## config.mk

```make
export PLATFORM = sky130hd
export DESIGN_NAME = triangle_scanline_span_generator
export DESIGN_NICKNAME = d
export VERILOG_FILES = /design/src/tsg_pkg.sv /design/src/tsg_vertex_sort.sv /design/src/tsg_edge_unit.sv /design/src/triangle_scanline_span_generator.sv
export SDC_FILE = /design/constraint.sdc
export NUM_CORES = 1
export LEC_CHECK = 0
export ABC_CLOCK_PERIOD_IN_PS = 9600
export BUFFER_PORTS_ARGS = -buffer_cell sky130_fd_sc_hd__buf_2
export CORE_MARGIN = 3
export CORE_UTILIZATION = 35
export DETAILED_ROUTE_END_ITERATION = 10
export GPL_TIMING_DRIVEN = 0
export PLACE_DENSITY = 0.58
export REMOVE_ABC_BUFFERS = 1
export SYNTH_ARGS = -nofsm -noshare
export SYNTH_HDL_FRONTEND = slang
export SYNTH_SLANG_ARGS = --single-unit
```

## constraint.sdc

```tcl
create_clock -name clk -period 9.6 [get_ports clk]
set_input_delay 0.48 -clock clk [delete_from_list [all_inputs] [get_ports clk]]
set_output_delay 0.48 -clock clk [all_outputs]
set_load 0.03 [all_outputs]
```

## src/tsg_pkg.sv

```systemverilog
// Shared constants, field widths and types of the triangle span generator.
// Used by every module under src; depends on nothing.
`default_nettype none

package tsg_pkg;

    // Field and arithmetic widths
    localparam int COORD_BITS = 14;
    localparam int FRAC_BITS  = 16;
    localparam int COLOUR_BITS = 32;
    localparam int DW         = COORD_BITS + 1;          // coordinate difference width
    localparam int AW         = DW + FRAC_BITS;          // edge offset accumulator width
    localparam int CNT_W      = $clog2(FRAC_BITS);       // quotient bit counter width

    // Stream word widths
    localparam int IN_W        = 6 * COORD_BITS + COLOUR_BITS;
    localparam int IN_TDATA_W  = ((IN_W + 7) / 8) * 8;
    localparam int OUT_W       = 3 * COORD_BITS + COLOUR_BITS;
    localparam int OUT_TDATA_W = ((OUT_W + 7) / 8) * 8;

    // Configuration register indexes
    localparam int CFG_IDX_W = 2;
    localparam logic [CFG_IDX_W-1:0] REG_CLIP_TOP    = 2'd0;
    localparam logic [CFG_IDX_W-1:0] REG_CLIP_HEIGHT = 2'd1;
    localparam logic [CFG_IDX_W-1:0] REG_CLIP_WIDTH  = 2'd2;

    // Configuration reset values
    localparam logic signed [COORD_BITS-1:0] CLIP_TOP_RST  = COORD_BITS'(-4096);
    localparam logic [COORD_BITS-1:0]        CLIP_SIZE_RST = COORD_BITS'(8192);

    // Input item modes
    localparam logic MODE_LOAD    = 1'b0;
    localparam logic MODE_ADVANCE = 1'b1;

    // One vertex
    typedef struct packed {
        logic signed [COORD_BITS-1:0] x;
        logic signed [COORD_BITS-1:0] y;
    } vtx_t;

    // Edge interpolation request: edge from (xa,ya) to (xb,yb), evaluated at row y
    typedef struct packed {
        logic signed [COORD_BITS-1:0] xa;
        logic signed [COORD_BITS-1:0] ya;
        logic signed [COORD_BITS-1:0] xb;
        logic signed [COORD_BITS-1:0] yb;
        logic signed [COORD_BITS-1:0] y;
    } edge_req_t;

    // Edge interpolation response
    typedef struct packed {
        logic                         done;
        logic signed [COORD_BITS-1:0] x;
    } edge_rsp_t;

endpackage

`default_nettype wire

```

## src/tsg_vertex_sort.sv

```systemverilog
// Sorts three vertices by y with a stable tie order (a before b, c after equals).
// Depends on tsg_pkg.
`default_nettype none

module tsg_vertex_sort (
    input  tsg_pkg::vtx_t va,
    input  tsg_pkg::vtx_t vb,
    input  tsg_pkg::vtx_t vc,
    output tsg_pkg::vtx_t v0,
    output tsg_pkg::vtx_t v1,
    output tsg_pkg::vtx_t v2
);
    import tsg_pkg::*;

    vtx_t p0;
    vtx_t p1;

    // Order a and b, keeping a first on a tie
    always_comb
    begin
        if (vb.y < va.y)
        begin
            p0 = vb;
            p1 = va;
        end
        else
        begin
            p0 = va;
            p1 = vb;
        end
    end

    // Insert c after any vertex with an equal y
    always_comb
    begin
        if (vc.y < p0.y)
        begin
            v0 = vc;
            v1 = p0;
            v2 = p1;
        end
        else if (vc.y < p1.y)
        begin
            v0 = p0;
            v1 = vc;
            v2 = p1;
        end
        else
        begin
            v0 = p0;
            v1 = p1;
            v2 = vc;
        end
    end

endmodule

`default_nettype wire

```

## src/tsg_edge_unit.sv

```systemverilog
// Bit-serial edge interpolator: restoring division one quotient bit per cycle,
// with the quotient folded into dx * fraction MSB first. Depends on tsg_pkg.
`default_nettype none

module tsg_edge_unit (
    input  logic                clk,
    input  logic                rst_n,
    input  logic                start,
    input  tsg_pkg::edge_req_t  req,
    output tsg_pkg::edge_rsp_t  rsp
);
    import tsg_pkg::*;

    logic                busy_reg;
    logic                busy_next;
    logic [CNT_W-1:0]    cnt_reg;
    logic [CNT_W-1:0]    cnt_next;
    logic                done_reg;
    logic                done_next;

    logic [DW-1:0]       rem_reg;
    logic [DW-1:0]       den_reg;
    logic [DW-1:0]       dx_reg;
    logic [COORD_BITS-1:0] xa_reg;
    logic [AW-1:0]       acc_reg;

    logic [DW:0]         rem2;
    logic [DW:0]         rem_diff;
    logic                q_bit;
    logic [AW-1:0]       dx_ext;
    logic [DW-1:0]       x_sum;

    // One restoring division step per cycle
    assign rem2     = {rem_reg, 1'b0};
    assign rem_diff = rem2 - {1'b0, den_reg};
    assign q_bit    = (rem2 >= {1'b0, den_reg});
    assign dx_ext   = {{(AW-DW){dx_reg[DW-1]}}, dx_reg};

    // Control sequencing
    always_comb
    begin
        busy_next = busy_reg;
        cnt_next  = cnt_reg;
        done_next = 1'b0;
        if (start)
        begin
            busy_next = 1'b1;
            cnt_next  = '0;
        end
        else if (busy_reg)
        begin
            cnt_next = cnt_reg + 1'b1;
            if (cnt_reg == CNT_W'(FRAC_BITS - 1))
            begin
                busy_next = 1'b0;
                done_next = 1'b1;
            end
        end
    end

    always_ff @(posedge clk or negedge rst_n)
    begin
        if (!rst_n)
        begin
            busy_reg <= 1'b0;
            cnt_reg  <= '0;
            done_reg <= 1'b0;
        end
        else
        begin
            busy_reg <= busy_next;
            cnt_reg  <= cnt_next;
            done_reg <= done_next;
        end
    end

    // Load operands on start, then shift in one quotient bit per cycle
    always_ff @(posedge clk)
    begin
        if (start)
        begin
            rem_reg <= {req.y[COORD_BITS-1], req.y} - {req.ya[COORD_BITS-1], req.ya};
            den_reg <= {req.yb[COORD_BITS-1], req.yb} - {req.ya[COORD_BITS-1], req.ya};
            dx_reg  <= {req.xb[COORD_BITS-1], req.xb} - {req.xa[COORD_BITS-1], req.xa};
            xa_reg  <= req.xa;
            acc_reg <= '0;
        end
        else if (busy_reg)
        begin
            rem_reg <= q_bit ? rem_diff[DW-1:0] : rem2[DW-1:0];
            acc_reg <= {acc_reg[AW-2:0], 1'b0} + (q_bit ? dx_ext : '0);
        end
    end

    // Offset floors toward minus infinity by taking the upper bits
    assign x_sum    = {xa_reg[COORD_BITS-1], xa_reg} + acc_reg[AW-1:FRAC_BITS];
    assign rsp.x    = x_sum[COORD_BITS-1:0];
    assign rsp.done = done_reg;

endmodule

`default_nettype wire

```

## src/triangle_scanline_span_generator.sv

```systemverilog
// Top level of the triangle span generator: configuration, triangle setup,
// row sequencing and span output register. Depends on tsg_pkg,
// tsg_vertex_sort and tsg_edge_unit.
//
//  channel  | signals                               | moves
//  ---------+---------------------------------------+------------------------------
//  s        | s_tvalid s_tready s_tdata s_tuser     | load / advance word in
//  m        | m_tvalid m_tready m_tdata m_tlast     | span word out
//  cfg      | cfg_we cfg_index cfg_data             | clip register write
//
// A load word is accepted while idle and emits nothing. An advance word of a
// pending triangle is accepted, both edge units then form their quotient
// bits side by side, the sequencer sees both units done, and the span is
// registered once the output register is free, before the input opens again.
// Reset sets the clip registers to their defaults and leaves no triangle pending.
// A span waiting on m_tready stays in the output register while the next word
// is accepted; the following span then waits until the register frees up.
`default_nettype none

module triangle_scanline_span_generator (
    input  logic                           clk,
    input  logic                           rst_n,

    input  logic                           s_tvalid,
    output logic                           s_tready,
    // vertex_a_x, vertex_a_y, vertex_b_x, vertex_b_y, vertex_c_x, vertex_c_y,
    // fill_colour, zero pad
    input  logic [tsg_pkg::IN_TDATA_W-1:0] s_tdata,
    // mode
    input  logic                           s_tuser,

    output logic                           m_tvalid,
    input  logic                           m_tready,
    // span_x, span_y, span_width, span_colour, zero pad
    output logic [tsg_pkg::OUT_TDATA_W-1:0] m_tdata,
    // last_span
    output logic                           m_tlast,

    input  logic                           cfg_we,
    input  logic [tsg_pkg::CFG_IDX_W-1:0]  cfg_index,
    input  logic [tsg_pkg::COORD_BITS-1:0] cfg_data
);
    import tsg_pkg::*;

    typedef enum logic [2:0] {
        ST_IDLE = 3'b001,
        ST_CALC = 3'b010,
        ST_EMIT = 3'b100
    } state_t;

    state_t state_reg;
    state_t state_next;

    // Clip registers
    logic signed [COORD_BITS-1:0] clip_top_reg;
    logic [COORD_BITS-1:0]        clip_height_reg;
    logic [COORD_BITS-1:0]        clip_width_reg;

    // Triangle state
    vtx_t                         vtx_reg [3];
    logic signed [COORD_BITS-1:0] cur_row_reg;
    logic signed [COORD_BITS-1:0] cur_row_next;
    logic signed [COORD_BITS-1:0] end_row_reg;
    logic [COLOUR_BITS-1:0]       colour_reg;
    logic                         active_reg;
    logic                         active_next;

    // Output register
    logic                         m_tvalid_reg;
    logic                         m_tvalid_next;
    logic                         m_tlast_reg;
    logic signed [COORD_BITS-1:0] span_x_reg;
    logic signed [COORD_BITS-1:0] span_y_reg;
    logic [COORD_BITS-1:0]        span_w_reg;
    logic [COLOUR_BITS-1:0]       span_c_reg;

    logic                         in_fire;
    logic                         do_load;
    logic                         start_calc;
    logic                         out_load;

    vtx_t                         in_a;
    vtx_t                         in_b;
    vtx_t                         in_c;
    vtx_t                         srt0;
    vtx_t                         srt1;
    vtx_t                         srt2;

    logic signed [COORD_BITS-1:0] lo_row;
    logic signed [COORD_BITS-1:0] hi_row;
    logic signed [COORD_BITS+1:0] clip_bottom;
    logic                         load_active;

    edge_req_t                    lng_req;
    edge_req_t                    sht_req;
    edge_rsp_t                    lng_rsp;
    edge_rsp_t                    sht_rsp;

    logic signed [COORD_BITS-1:0] xl;
    logic signed [COORD_BITS-1:0] xs;
    logic signed [COORD_BITS-1:0] left_x;
    logic signed [COORD_BITS-1:0] right_x;
    logic [DW-1:0]                width_full;
    logic signed [DW-1:0]         row_inc;
    logic                         is_last;

    // Handshake
    assign s_tready   = (state_reg == ST_IDLE);
    assign in_fire    = s_tvalid && s_tready;
    assign do_load    = in_fire && (s_tuser == MODE_LOAD);
    assign start_calc = in_fire && (s_tuser == MODE_ADVANCE) && active_reg;
    assign out_load   = (state_reg == ST_EMIT) && (!m_tvalid_reg || m_tready);

    // Unpack vertices
    assign in_a.x = s_tdata[0*COORD_BITS +: COORD_BITS];
    assign in_a.y = s_tdata[1*COORD_BITS +: COORD_BITS];
    assign in_b.x = s_tdata[2*COORD_BITS +: COORD_BITS];
    assign in_b.y = s_tdata[3*COORD_BITS +: COORD_BITS];
    assign in_c.x = s_tdata[4*COORD_BITS +: COORD_BITS];
    assign in_c.y = s_tdata[5*COORD_BITS +: COORD_BITS];

    tsg_vertex_sort u_sort (
        .va (in_a),
        .vb (in_b),
        .vc (in_c),
        .v0 (srt0),
        .v1 (srt1),
        .v2 (srt2)
    );

    // Clip the row range; the bottom bound is formed at full width
    assign clip_bottom = {{2{clip_top_reg[COORD_BITS-1]}}, clip_top_reg}
                       + {2'b00, clip_height_reg};
    assign lo_row = (srt0.y < clip_top_reg) ? clip_top_reg : srt0.y;
    assign hi_row = ($signed({{2{srt2.y[COORD_BITS-1]}}, srt2.y}) > clip_bottom)
                  ? clip_bottom[COORD_BITS-1:0] : srt2.y;
    assign load_active = (clip_width_reg != '0) && (clip_height_reg != '0)
                       && (lo_row < hi_row);

    // Configuration writes
    always_ff @(posedge clk or negedge rst_n)
    begin
        if (!rst_n)
        begin
            clip_top_reg    <= CLIP_TOP_RST;
            clip_height_reg <= CLIP_SIZE_RST;
            clip_width_reg  <= CLIP_SIZE_RST;
        end
        else if (cfg_we)
        begin
            case (cfg_index)
                REG_CLIP_TOP:    clip_top_reg    <= cfg_data;
                REG_CLIP_HEIGHT: clip_height_reg <= cfg_data;
                REG_CLIP_WIDTH:  clip_width_reg  <= cfg_data;
                default:         ;
            endcase
        end
    end

    // Edge requests: long edge top to bottom, short edge switches at the middle vertex
    always_comb
    begin
        lng_req.xa = vtx_reg[0].x;
        lng_req.ya = vtx_reg[0].y;
        lng_req.xb = vtx_reg[2].x;
        lng_req.yb = vtx_reg[2].y;
        lng_req.y  = cur_row_reg;
        sht_req.y  = cur_row_reg;
        if (cur_row_reg < vtx_reg[1].y)
        begin
            sht_req.xa = vtx_reg[0].x;
            sht_req.ya = vtx_reg[0].y;
            sht_req.xb = vtx_reg[1].x;
            sht_req.yb = vtx_reg[1].y;
        end
        else
        begin
            sht_req.xa = vtx_reg[1].x;
            sht_req.ya = vtx_reg[1].y;
            sht_req.xb = vtx_reg[2].x;
            sht_req.yb = vtx_reg[2].y;
        end
    end

    tsg_edge_unit u_long (
        .clk   (clk),
        .rst_n (rst_n),
        .start (start_calc),
        .req   (lng_req),
        .rsp   (lng_rsp)
    );

    tsg_edge_unit u_short (
        .clk   (clk),
        .rst_n (rst_n),
        .start (start_calc),
        .req   (sht_req),
        .rsp   (sht_rsp)
    );

    // Pick edge x values, vertex rows take the vertex x directly
    always_comb
    begin
        if (cur_row_reg == vtx_reg[0].y)
            xl = vtx_reg[0].x;
        else if (cur_row_reg == vtx_reg[2].y)
            xl = vtx_reg[2].x;
        else
            xl = lng_rsp.x;

        if (cur_row_reg == vtx_reg[0].y)
            xs = vtx_reg[0].x;
        else if (cur_row_reg < vtx_reg[1].y)
            xs = sht_rsp.x;
        else if (cur_row_reg == vtx_reg[1].y)
            xs = vtx_reg[1].x;
        else if (cur_row_reg < vtx_reg[2].y)
            xs = sht_rsp.x;
        else
            xs = vtx_reg[2].x;
    end

    assign left_x     = (xl < xs) ? xl : xs;
    assign right_x    = (xl < xs) ? xs : xl;
    assign width_full = {right_x[COORD_BITS-1], right_x} - {left_x[COORD_BITS-1], left_x};
    assign row_inc    = {cur_row_reg[COORD_BITS-1], cur_row_reg} + DW'(1);
    assign is_last    = (row_inc >= $signed({end_row_reg[COORD_BITS-1], end_row_reg}));

    // Sequencer
    always_comb
    begin
        state_next = state_reg;
        case (state_reg)
            ST_IDLE:
            begin
                if (start_calc)
                    state_next = ST_CALC;
            end
            ST_CALC:
            begin
                if (lng_rsp.done && sht_rsp.done)
                    state_next = ST_EMIT;
            end
            ST_EMIT:
            begin
                if (out_load)
                    state_next = ST_IDLE;
            end
            default:
                state_next = ST_IDLE;
        endcase
    end

    // Triangle activity and output valid
    always_comb
    begin
        active_next   = active_reg;
        m_tvalid_next = m_tvalid_reg;
        if (do_load)
            active_next = load_active;
        else if (out_load && is_last)
            active_next = 1'b0;
        if (out_load)
            m_tvalid_next = 1'b1;
        else if (m_tready)
            m_tvalid_next = 1'b0;
    end

    always_ff @(posedge clk or negedge rst_n)
    begin
        if (!rst_n)
        begin
            state_reg    <= ST_IDLE;
            active_reg   <= 1'b0;
            m_tvalid_reg <= 1'b0;
        end
        else
        begin
            state_reg    <= state_next;
            active_reg   <= active_next;
            m_tvalid_reg <= m_tvalid_next;
        end
    end

    // Hold triangle setup and advance the row
    always_comb
    begin
        cur_row_next = cur_row_reg;
        if (do_load)
            cur_row_next = lo_row;
        else if (out_load)
            cur_row_next = row_inc[COORD_BITS-1:0];
    end

    always_ff @(posedge clk)
    begin
        cur_row_reg <= cur_row_next;
        if (do_load)
        begin
            vtx_reg[0]  <= srt0;
            vtx_reg[1]  <= srt1;
            vtx_reg[2]  <= srt2;
            end_row_reg <= hi_row;
            colour_reg  <= s_tdata[6*COORD_BITS +: COLOUR_BITS];
        end
    end

    // Output span register
    always_ff @(posedge clk)
    begin
        if (out_load)
        begin
            span_x_reg  <= left_x;
            span_y_reg  <= cur_row_reg;
            span_w_reg  <= width_full[COORD_BITS-1:0];
            span_c_reg  <= colour_reg;
            m_tlast_reg <= is_last;
        end
    end

    assign m_tvalid = m_tvalid_reg;
    assign m_tlast  = m_tlast_reg;
    assign m_tdata  = {{(OUT_TDATA_W-OUT_W){1'b0}}, span_c_reg, span_w_reg,
                       span_y_reg, span_x_reg};

    // Checks
    a_no_overwrite: assert property (@(posedge clk) disable iff (!rst_n)
        out_load |-> (!m_tvalid_reg || m_tready))
        else $error("span register overwritten while held");

    a_calc_active: assert property (@(posedge clk) disable iff (!rst_n)
        (state_reg == ST_CALC) |-> (active_reg && (cur_row_reg < end_row_reg)))
        else $error("edge calculation outside the pending row range");

    a_units_lockstep: assert property (@(posedge clk) disable iff (!rst_n)
        lng_rsp.done == sht_rsp.done)
        else $error("edge units out of step");

    a_valid_from_emit: assert property (@(posedge clk) disable iff (!rst_n)
        $rose(m_tvalid_reg) |-> $past(state_reg == ST_EMIT))
        else $error("span word raised outside emit");

endmodule

`default_nettype wire
```

# Yosys cells after proc, flatten, opt, wreduce, memory -nomap -nowiden
# Memories as Yosys holds them, arrays and structs flattened.
# Cells that the tools add are included.
# W data, S select, Z words.
dict set report op_classes {
  add_sub_neg 17
  magnitude_cmp 12
  eq_ne 13
  n_mux 54
  bitwise 1
  n_reduce_logical 23
}
# cell n
set ops {}
lappend ops {{$mux W28} 7}
lappend ops {{$mux W14} 12}
lappend ops {{$lt A14 B14 Y1} 8}
lappend ops {{$mux W15} 6}
lappend ops {{$sub A14 B14 Y15} 6}
lappend ops {{$add A30 B30 Y30} 2}
lappend ops {{$mux W30} 2}
lappend ops {{$mux W56} 1}
lappend ops {{$eq A14 B14 Y1} 3}
lappend ops {{$ge A16 B15 Y1} 2}
lappend ops {{$sub A15 B15 Y15} 2}
lappend ops {{$add A14 B14 Y14} 2}
lappend ops {{$reduce_bool A14 Y1} 2}
lappend ops {{$mux W1} 18}
lappend ops {{$add A14 B15 Y16} 1}
lappend ops {{$gt A14 B16 Y1} 1}
lappend ops {{$mux W4} 4}
lappend ops {{$add A14 B2 Y15 const B} 1}
lappend ops {{$ge A15 B14 Y1} 1}
lappend ops {{$sub A14 B14 Y14} 1}
lappend ops {{$reduce_bool A2 Y1} 5}
lappend ops {{$logic_and A1 B1 Y1} 9}
lappend ops {{$mux W3} 3}
lappend ops {{$pmux W3 S3} 1}
lappend ops {{other kinds (15)} 20}
dict set report totals {
  regBits 372
  mem_bits_rw 84
  output_inout_bits 83
  elab_cells 151
  memories 1
}
# name words width rd rd_clocked_by_memory_dff write_ports line
set memory_table {}
lappend memory_table {vtx_reg 3 28 3 0 3 triangle_scanline_span_generator.sv:60} ;# vtx_t vtx_reg [3];

# Logic depth before layout (Yosys ltp)
# Gate-level depths: netlist of the first run.
dict set report logic_depth {
  word_depth 10
  ltp_mapped 52
  depth_no_buf 48
}

# Cells and area by module
# A second synthesis of the first run with hierarchy kept.
dict set report unflattened {
  cells_unflattened 3645
  hier_area_um2 34056.4
}
# module instances cells_per_inst area_per_inst_um2 seq_area_each_um2
set modules_own_cells {}
lappend modules_own_cells {triangle_scanline_span_generator 1 1341 15192.1 7758.7}
lappend modules_own_cells {{tsg_edge_unit (u_short)} 1 906 7918.8 2522.4}
lappend modules_own_cells {{tsg_edge_unit (u_long)} 1 868 7897.6 2522.4}
lappend modules_own_cells {tsg_vertex_sort 1 530 3047.9 0.0}

# Worst setup path after synthesis of the first run
# No wires, ideal clock.
dict set report synth_timing {
  path_type {input to register}
  from {input port s_tdata[23] in the netlist's numbering}
  to {register active_reg}
  setup_ns 0.080
  arrival_ns 8.659
  required_time_ns 9.520
  slack_ns 0.861
  cell_stages 51
  cell_sequence {inv_1 > ha_1 > a21o_1 > a21o_1 > a211oi_2 > o221ai_2 > nand2_1 > clkbuf_1 > buf_1 > a21oi_1 > ha_1 > a21o_1 > a21o_1 > a21o_1 > a21o_1 > a21o_1 > a211oi_1 > or2_2 > (+15 left out) > nand3_1 > clkbuf_1 > clkbuf_1 > nor2_1 > a21oi_1 > ha_1 > a21oi_1 > nor2b_1 > o21ai_0 > nand2b_1 > a21oi_1 > nor2b_1 > o21ai_0 > nand3_1 > a21oi_1 > o2111a_1 > nand3b_1 > o211ai_2}
}
# element line
set synth_lines {}
lappend synth_lines {{start: declaration} triangle_scanline_span_generator.sv:28} ;# input logic [tsg_pkg::IN_TDATA_W-1:0] s_tdata,
lappend synth_lines {{end signal: assignment} triangle_scanline_span_generator.sv:280} ;# active_reg <= active_next;
lappend synth_lines {{end: declaration} triangle_scanline_span_generator.sv:65} ;# logic active_reg;

# Final worst setup path of the first run
dict set report layout_timing {
  from {register cur_row_reg[13]}
  to {register span_w_reg[12] (data pin)}
}
dict set report layout_via {
  elab_chain_cells 8
}
# element line
set layout_rtl {}
lappend layout_rtl {{start: declaration} triangle_scanline_span_generator.sv:61} ;# logic signed [COORD_BITS-1:0] cur_row_reg;
lappend layout_rtl {{start signal: assignment} triangle_scanline_span_generator.sv:297} ;# cur_row_reg <= cur_row_next;
lappend layout_rtl {{$lt A14 B14 Y1} triangle_scanline_span_generator.sv:217} ;# else if (cur_row_reg < vtx_reg[2].y)
lappend layout_rtl {{$mux W14} triangle_scanline_span_generator.sv:217}
lappend layout_rtl {{$mux W14} triangle_scanline_span_generator.sv:215} ;# else if (cur_row_reg == vtx_reg[1].y)
lappend layout_rtl {{$mux W14} triangle_scanline_span_generator.sv:213} ;# else if (cur_row_reg < vtx_reg[1].y)
lappend layout_rtl {{$mux W14} triangle_scanline_span_generator.sv:211} ;# if (cur_row_reg == vtx_reg[0].y)
lappend layout_rtl {{$lt A14 B14 Y1} {triangle_scanline_span_generator.sv:223, triangle_scanline_span_generator.sv:224}}
lappend layout_rtl {{$mux W14 (on tied branches)} {triangle_scanline_span_generator.sv:224, triangle_scanline_span_generator.sv:223}}
lappend layout_rtl {{$sub A14 B14 Y14 (*)} triangle_scanline_span_generator.sv:225} ;# assign width_full = {right_x[COORD_BITS-1], right_x} - {left_x[COORD_BITS-1], left_x};
lappend layout_rtl {{via width_full[12]} triangle_scanline_span_generator.sv:103} ;# logic [DW-1:0] width_full;
lappend layout_rtl {{end signal: assignment} triangle_scanline_span_generator.sv:315} ;# span_w_reg <= width_full[COORD_BITS-1:0];
lappend layout_rtl {{end: declaration} triangle_scanline_span_generator.sv:74} ;# logic [COORD_BITS-1:0] span_w_reg;
# The timed path passes the listed nets; every way through them passes the cells marked *.
# A chain may end at the register's enable or synchronous reset.

==> results of run 1 <==
power by group through the flow:
stage | Sequential [W] | Combinational [W] | Clock (W)
after floorplan | 0.00320 | 0.00616 | 0
after global placement | 0.00337 | 0.00794 | 0
after detailed placement | 0.00331 | 0.00810 | 0
after CTS | 0.00327 | 0.00817 | 0.00229
after global routing | 0.00332 | 0.00927 | 0.00235
final | 0.00328 | 0.00822 | 0.00223
worst paths after layout:
| check | to | slack [ps] | depth (start not counted) |
|---|---|---|---|
| max in group asynchronous | u_long.busy_reg | 8500 | 2 |
| max reg2reg | span_w_reg[12] | 510 | 24 |
| min reg2reg | span_c_reg[4] | 410 | 0 |
| min | colour_reg[17] | 40 | 1 |
| max | span_w_reg[12] | 510 | 24 |
| min in group asynchronous | clip_width_reg[3] | 480 | 2 |
kinds of logic after synthesis:
kind of cell,count (synthesis),share of synthesized area
other cells,1,0.000116
xor+xnor,147,0.0397
compound gates,901,0.175
flops,456,0.395
buf+inv,399,0.0476
mux,160,0.0518
fa+ha+maj,362,0.143
simple gates,1038,0.149
critical path, cell delays in order, from the launching register on:
cell	delay, ps
edfxtp_1	630
ha_1	440
nor3b_1	220
o21ai_0	130
a22oi_1	920
nand2_2	670
buf_12	380
o21ai_1	450
a2bb2oi_1	250
a21o_1	250
ha_1	340
a2111oi_0	510
a21oi_1	240
or4_1	590
nand2_1	750
nand4_1	240
o21a_1	170
ha_1	160
nand3b_1	190
a21oi_1	270
o311a_1	280
nor3_2	80
o31ai_1	280
a31oi_1	140
xor2_1	160
cells in the mapped netlist, drive strengths merged (60+ instances only):
library cell	instances
a21o	87
a21oi	281
clkbuf	72
dfxtp	60
edfxtp	337
ha	349
inv	292
mux2	62
mux2i	98
nand2	244
nor2	404
nor2b	60
o21ai	230
xnor2	96
cell type report:
type / count / area (sq um)
Antenna cell: 7 / 17.5
Multi-Input combinational cell: 2616 / 18200
Sequential cell: 456 / 12800
Fill cell: 9018 / 54300
Tap cell: 1243 / 1560
Clock inverter: 34 / 425
Inverter: 292 / 1110
Timing Repair Buffer: 275 / 1840
Clock buffer: 66 / 1510
timing repair:
item | in CTS | in global routing
pin swaps | 1 | 4
hold buffers | 26 | 0
setup buffers | 0 | 12
setup endpoints to repair | 1 | 1
resized for setup | 4 | 5
gates cloned | 1 | 1
hold endpoints to repair | 79 | 0
metal layers:
metal	global-route usage	vias up	wire length [um]
met1	0.249	12200	41700
met3	0.0294	128	4790
li1	-	12900	-
met2	0.310	566	42100
met5	0	-	31
met4	0.0487	4	2220
stage by stage:
| step | utilization | cells |
|---|---|---|
| 4_1_cts | 0.407 | 4969 |
| 6_report | 0.409 | 4989 |
| 5_1_grt | 0.408 | 4985 |
| 3_3_place_gp | 0.377 | 4819 |
| 3_5_place_dp | 0.383 | 4842 |
| 2_1_floorplan | - | 3362 |
placed cells by master (no fill, tap or decap), types with 10 or more instances in the layout:
master and instances:
dfrtp_1 52, nand2_1 242, nand3b_1 14, clkinv_2 12
dlygate4sd3_1 26, clkbuf_16 58, nand4_1 38, mux2i_1 98
a21boi_0 52, and2_1 43, nor3_1 45, o21bai_1 18
and3_1 24, a31oi_1 20, inv_1 290, o21ai_0 219
nor2_1 402, buf_2 213, nor4_1 14, nand2b_1 45
xor2_1 51, o22ai_1 25, o211ai_1 16, a21oi_1 279
a21o_1 87, o31ai_1 12, nor3b_1 10, nand3_1 53
nor2b_1 59, o21a_1 36, a211oi_1 36, or3_1 12
mux2_2 62, edfxtp_1 337, ha_1 349, fa_1 13
xnor2_1 96, buf_4 17, dfxtp_1 60
==> metrics.txt, run 1 <==
post-synthesis cell area=0.0324 sq mm; first-pass detailed-route iteration total=5; number of antenna violations at the first check in global routing=10; Gate Count Post-Synth=about 3500; setup ws final=~500 ps; clock tree skew after final layout=between 20 and 25 ps; start point of the worst hold path=s_tdata[101]; die width=between 300 and 400 um; count of final setup violators=0; number of global-route vias before repair=~25000; Rel. slew slack=0.0775; clock tree from TritonCTS=built; Setup crit start=cur_row_reg[13]; area share of the leading cell type in the synthesized netlist=0.312; master cell of the clock root buffer=clkbuf_16; total net switching power=approximately 0.006 W; routability congestion estimate=~0.92; number of placement rows=about 110; critical path endpoint category=flop; Yosys warnings=0; total wire length=around 91000 um; half-perimeter wire length of the detailed placement result=70700 um; Arrival @ worst endpoint=approximately 9500 ps; vias per cell=between 5 and 6; Vert. Die Dim=about 310 um; CP Class=flop to flop; global-route wire length before repair=between 100000 and 150000 um; number of port buffers=about 210; maximum fanout encountered on the critical timing path=51; max capacitance violation total=0; average wire length per cell after detail routing=approximately 18 um; tightest hold margin=about 42 ps; post-detailed-route DRC marker count=0; post-route design area=0.0375 sq mm; total CTS buffers=53; NumNets Final=approximately 4200; endpoint required time on the critical path=9970 ps; number of sinks handled by clock tree synthesis=roughly 460; share of synthesized area occupied by flip-flops and latches=0.395; Die Area=just under 0.1 sq mm; largest area contributor in the netlist=edfxtp_1; count of state elements after synthesis=between 400 and 500; unique cell type count in the Yosys netlist=90; count of flip-flops with a built-in enable after synthesis=337; sequential share of power=0.239; final cycle utilization of the critical path=0.947; pin count of the biggest net entering global routing=around 110; outcome=finished clean; Top FF cell, synth=edfxtp_1; P per Cell Area=roughly 370 mW/mm^2; async set-reset flop share out of synthesis=0.129; minimum period implied by the final worst setup slack=~9100 ps; Hold Crit Class=primary input to flop; Final ANT Viol Nets=0; pre-CTS setup slack=-1560 ps; internal power consumption=0.00766 W; clock transition at the registers of the reported paths=~60 ps; total power after layout=about 0.014 W; syn_area_per_cell=roughly 9.4 sq um; Max Fclk=0.110 GHz; hold violation total from the final report=0; All-Layer GR Usage=0.185; switching power share of the total=0.442; relative contribution of combinational cells to total power=0.599; maximum VDD drop=between 200 and 300 uV; effective utilization at floorplan=0.353; startpoint class of the critical path=flop; H-tree depth=2; Max Root-Sink Buffers=3; vias=25800; CORE AREA=slightly above 0.09 sq mm; Leakage Power=between 15 and 20 nW; grt total ovfl=0; Area growth, synth to finish=15.6%; total negative setup slack=0 ps; biggest area contributors in the synthesized netlist=edfxtp_1 (31%), ha_1 (13%), nor2_1 (4.7%); fraction of layout instances using a drive strength above 1=0.125; flip-flop count of the largest register after layout=84; placed standard-cell area=between 0.03 and 0.04 sq mm; Ports=~230; Worst-Margin Slew=around 1400 ps; clock share of power=0.162; Starting DRT DRC Count=around 1500; final count of pins violating max slew=0; FF-to-FF Start=cur_row_reg[13]; worst skew pair latency=roughly 630 ps
No activity file was read; power rests on OpenSTA's default activity.
==> inputs of run 2 (changes only) <==
ABC_CLOCK_PERIOD_IN_PS = unset   (was 9600)
SYNTH_HIERARCHICAL = 1   (was unset)
==> run 2 against run 1 <==
  * The flow now finishes with violations (max-capacitance violations)
  * Non-clock buffer count fell by 5
  * Via count up 7.4%
  * Design area grew 3.3%
  * Clock power shrank 9%
  * Routed wire length up 9.3%
  * Maximum frequency decreased by 1.4%
  * Sequential power up 4%
  * Combinational power about the same
  * Clock-buffer cell count did not move
  * Global-route usage increased by 0.11 points
  * Core utilization shrank 0.37 points
  * Setup slack lost 130 ps
  * Critical path type is now primary input to flop
  * Largest power group unchanged
==> metrics.txt, run 2 <==
post-detailed-route DRC marker count=0; worst skew pair latency=around 630 ps; outcome=complete, but fails checks; post-route design area=0.0388 sq mm; Yosys warnings=6; dominant cell by count in the synthesized netlist=nand2_1; pre-CTS setup slack=-1870 ps; post-synthesis cell area=0.0341 sq mm; most frequent standard cell in the layout excluding fill and tap cells=nand2_1; CP Class=primary input to flop; Worst-Margin Slew=approximately 1500 ps; unique cell type count in the Yosys netlist=110; Top FF cell, synth=edfxtp_1; average wire length per cell after detail routing=between 15 and 20 um; total power after layout=0.0136 W; first-pass detailed-route iteration total=7; Ports=225; fraction of layout instances using a drive strength above 1=0.132; total wire length=roughly 99000 um; largest family of logic cells by synthesized area=simple AND/OR/NAND/NOR gates; number of antenna violations at the first check in global routing=16; violations in the final reports=max-capacitance violations; Leakage Power=roughly 16 nW; half-perimeter wire length of the detailed placement result=approximately 74000 um; Final ANT Viol Nets=0; global-route wire length before repair=~150000 um; CORE AREA=approximately 0.096 sq mm; Hold Crit Class=primary input to flop; Max Root-Sink Buffers=3; critical path's slowest cell=nor2b_1; most used cells in the layout excluding fill and tap cells=nand2_1 (352), edfxtp_1 (337), ha_1 (325); count of flip-flops with a built-in enable after synthesis=between 300 and 400; number of port buffers=around 210; clock tree from TritonCTS=built; final standard cell count with taps included and fillers excluded=roughly 5200; Area growth, synth to finish=13.8%; critical path endpoint category=flop; maximum VDD drop=about 300 uV; final count of pins violating max slew=0; startpoint class of the critical path=primary input; Die Area=0.101 sq mm; share of synthesized area occupied by flip-flops and latches=0.376; grt total ovfl=0; master cell of the clock root buffer=clkbuf_16; largest stage delay on the critical path=roughly 950 ps; P per Cell Area=352 mW/mm^2; clock tree skew after final layout=between 30 and 40 ps; pin count of the biggest net entering global routing=87; Filler Cell Count=roughly 9500; syn_area_per_cell=roughly 9.3 sq um; number of sinks handled by clock tree synthesis=roughly 460; post-synthesis simple-gate area fraction=0.177; NumNets Final=approximately 4300; largest area contributor in the netlist=edfxtp_1; count of final setup violators=0; max capacitance violation total=1; count of state elements after synthesis=between 400 and 500; effective utilization at floorplan=0.356; Arrival @ worst endpoint=just under 10000 ps; Worst path top cell family by delay=compound AO/OA/AOI/OAI gates; maximum fanout encountered on the critical timing path=41; Cell Count Post-Placement=5005; H-tree depth=2; die width=approximately 320 um; endpoint required time on the critical path=10110 ps; number of global-route vias before repair=about 27000; unrepaired setup endpoints after global routing=false; hold violation total from the final report=0; biggest area contributors in the synthesized netlist=edfxtp_1 (30%), ha_1 (12%), dfrtp_1 (4.0%); total CTS buffers=52; All-Layer GR Usage=0.186; Max Fclk=around 0.11 GHz; routability congestion estimate=between 0.9 and 1; final cycle utilization of the critical path=0.961; number of placement rows=approximately 110; placed standard-cell area=~0.037 sq mm; minimum period implied by the final worst setup slack=roughly 9200 ps; Vert. Die Dim=between 300 and 400 um; Crit path buffers/inverters=2; area share of the leading cell type in the synthesized netlist=0.297; fraction of the mapped netlist area in adder cells=0.127; mux contribution to synthesized area=0.0569; async set-reset flop share out of synthesis=0.129; flip-flop count of the largest register after layout=84; Starting DRT DRC Count=approximately 2000; setup ws final=approximately 380 ps; Rel. slew slack=0.00311; most frequent cells after synthesis=nand2_1 (354), edfxtp_1 (337), ha_1 (325); Gate Count Post-Synth=approximately 3600; synthesized-area fraction occupied by xor and xnor cells=0.0512; area fraction in compound gates after synthesis=0.162; vias=27700; clock transition at the registers of the reported paths=60 ps; vias per cell=approximately 5.4
[run 2: area by class of cell]
cell class	count	area, sq um	share of cell area
multi-input cells	2768	19700	0.509
diodes	10	25.0	0.000646
repair buffers	270	1800	0.0466
clock buffers	66	1480	0.0381
clock inverters	32	277	0.00713
inverters	284	1070	0.0276
flip-flops and latches	456	12800	0.330
well taps	1265	1580	0.0408
[run 2: final timing paths]
check | startpoint | to | slack [ps] | depth (start not counted)
setup reg to reg | cur_row_reg[2] | span_w_reg[10] | 1380 | 20
setup / recovery | s_tdata[27] | active_reg | 380 | 36
min in group asynchronous | rst_n | clip_width_reg[10] | 480 | 2
hold / removal | s_tdata[106] | colour_reg[22] | 40 | 1
hold reg to reg | colour_reg[14] | span_c_reg[14] | 420 | 0
max in group asynchronous | rst_n | u_long/busy_reg | 8590 | 2
[run 2: power by group]
group          total (W)  internal (W)  switching (W)
Sequential       0.00340       0.00290       0.000498
Combinational    0.00822       0.00338        0.00484
Clock            0.00204       0.00118       0.000864
Total             0.0136       0.00745        0.00620
[run 2: per-stage QoR]
stage	TNS, ps	util	hold slack, ps
2_1_floorplan	-26000	-	184
3_3_place_gp	-469810	0.377	400
3_5_place_dp	-6260	0.382	405
4_1_cts	0	0.403	1.67
5_1_grt	0	0.405	9.07
6_report	0	0.405	35.9
[run 2: per-layer routing]
layer / vias to the layer above / GRT usage / routed length, um
met5: - / 0 / 68
met1: 13200 / 0.261 / 45300
met2: 729 / 0.297 / 44700
li1: 13700 / - / -
met3: 137 / 0.0335 / 6890
met4: 10 / 0.0432 / 2340
[run 2: cell families (layout without fill, tap and decap cells)]
| group | Yosys count | after routing |
|---|---|---|
| buffers and inverters | 430 | 652 |
| XOR/XNOR | 199 | 199 |
| other | 1 | 16 |
| flip-flops | 456 | 456 |
| AO/OA/AOI/OAI | 829 | 831 |
| AND/OR/NAND/NOR | 1209 | 1211 |
| adder cells (fa/ha/maj) | 338 | 338 |
| multiplexers | 183 | 183 |
[run 2: timing repair]
action	4_1_cts	5_1_grt
endpoints found under the setup margin	1	1
hold endpoints to repair	26	54
hold buffers	26	1
gates resized for setup	5	6
gates cloned	1	3
buffers inserted	0	7
pin swaps	1	6
[run 2: worst register-to-register path: stages, from the launching register on]
cell and delay [ps]:
edfxtp_1 690, ha_1 440, nand4_1 230, nor4_4 880, buf_8 260, a211oi_2 100, nor3_2 880, mux2_2 450
mux2i_1 180, ha_1 330, o21ai_0 180, a21oi_1 80, o41ai_1 630, a21o_1 950, mux2i_1 190, mux2i_1 500
o22ai_1 210, o2111ai_1 300, nand4_1 150, a22oi_2 170, xnor2_1 120
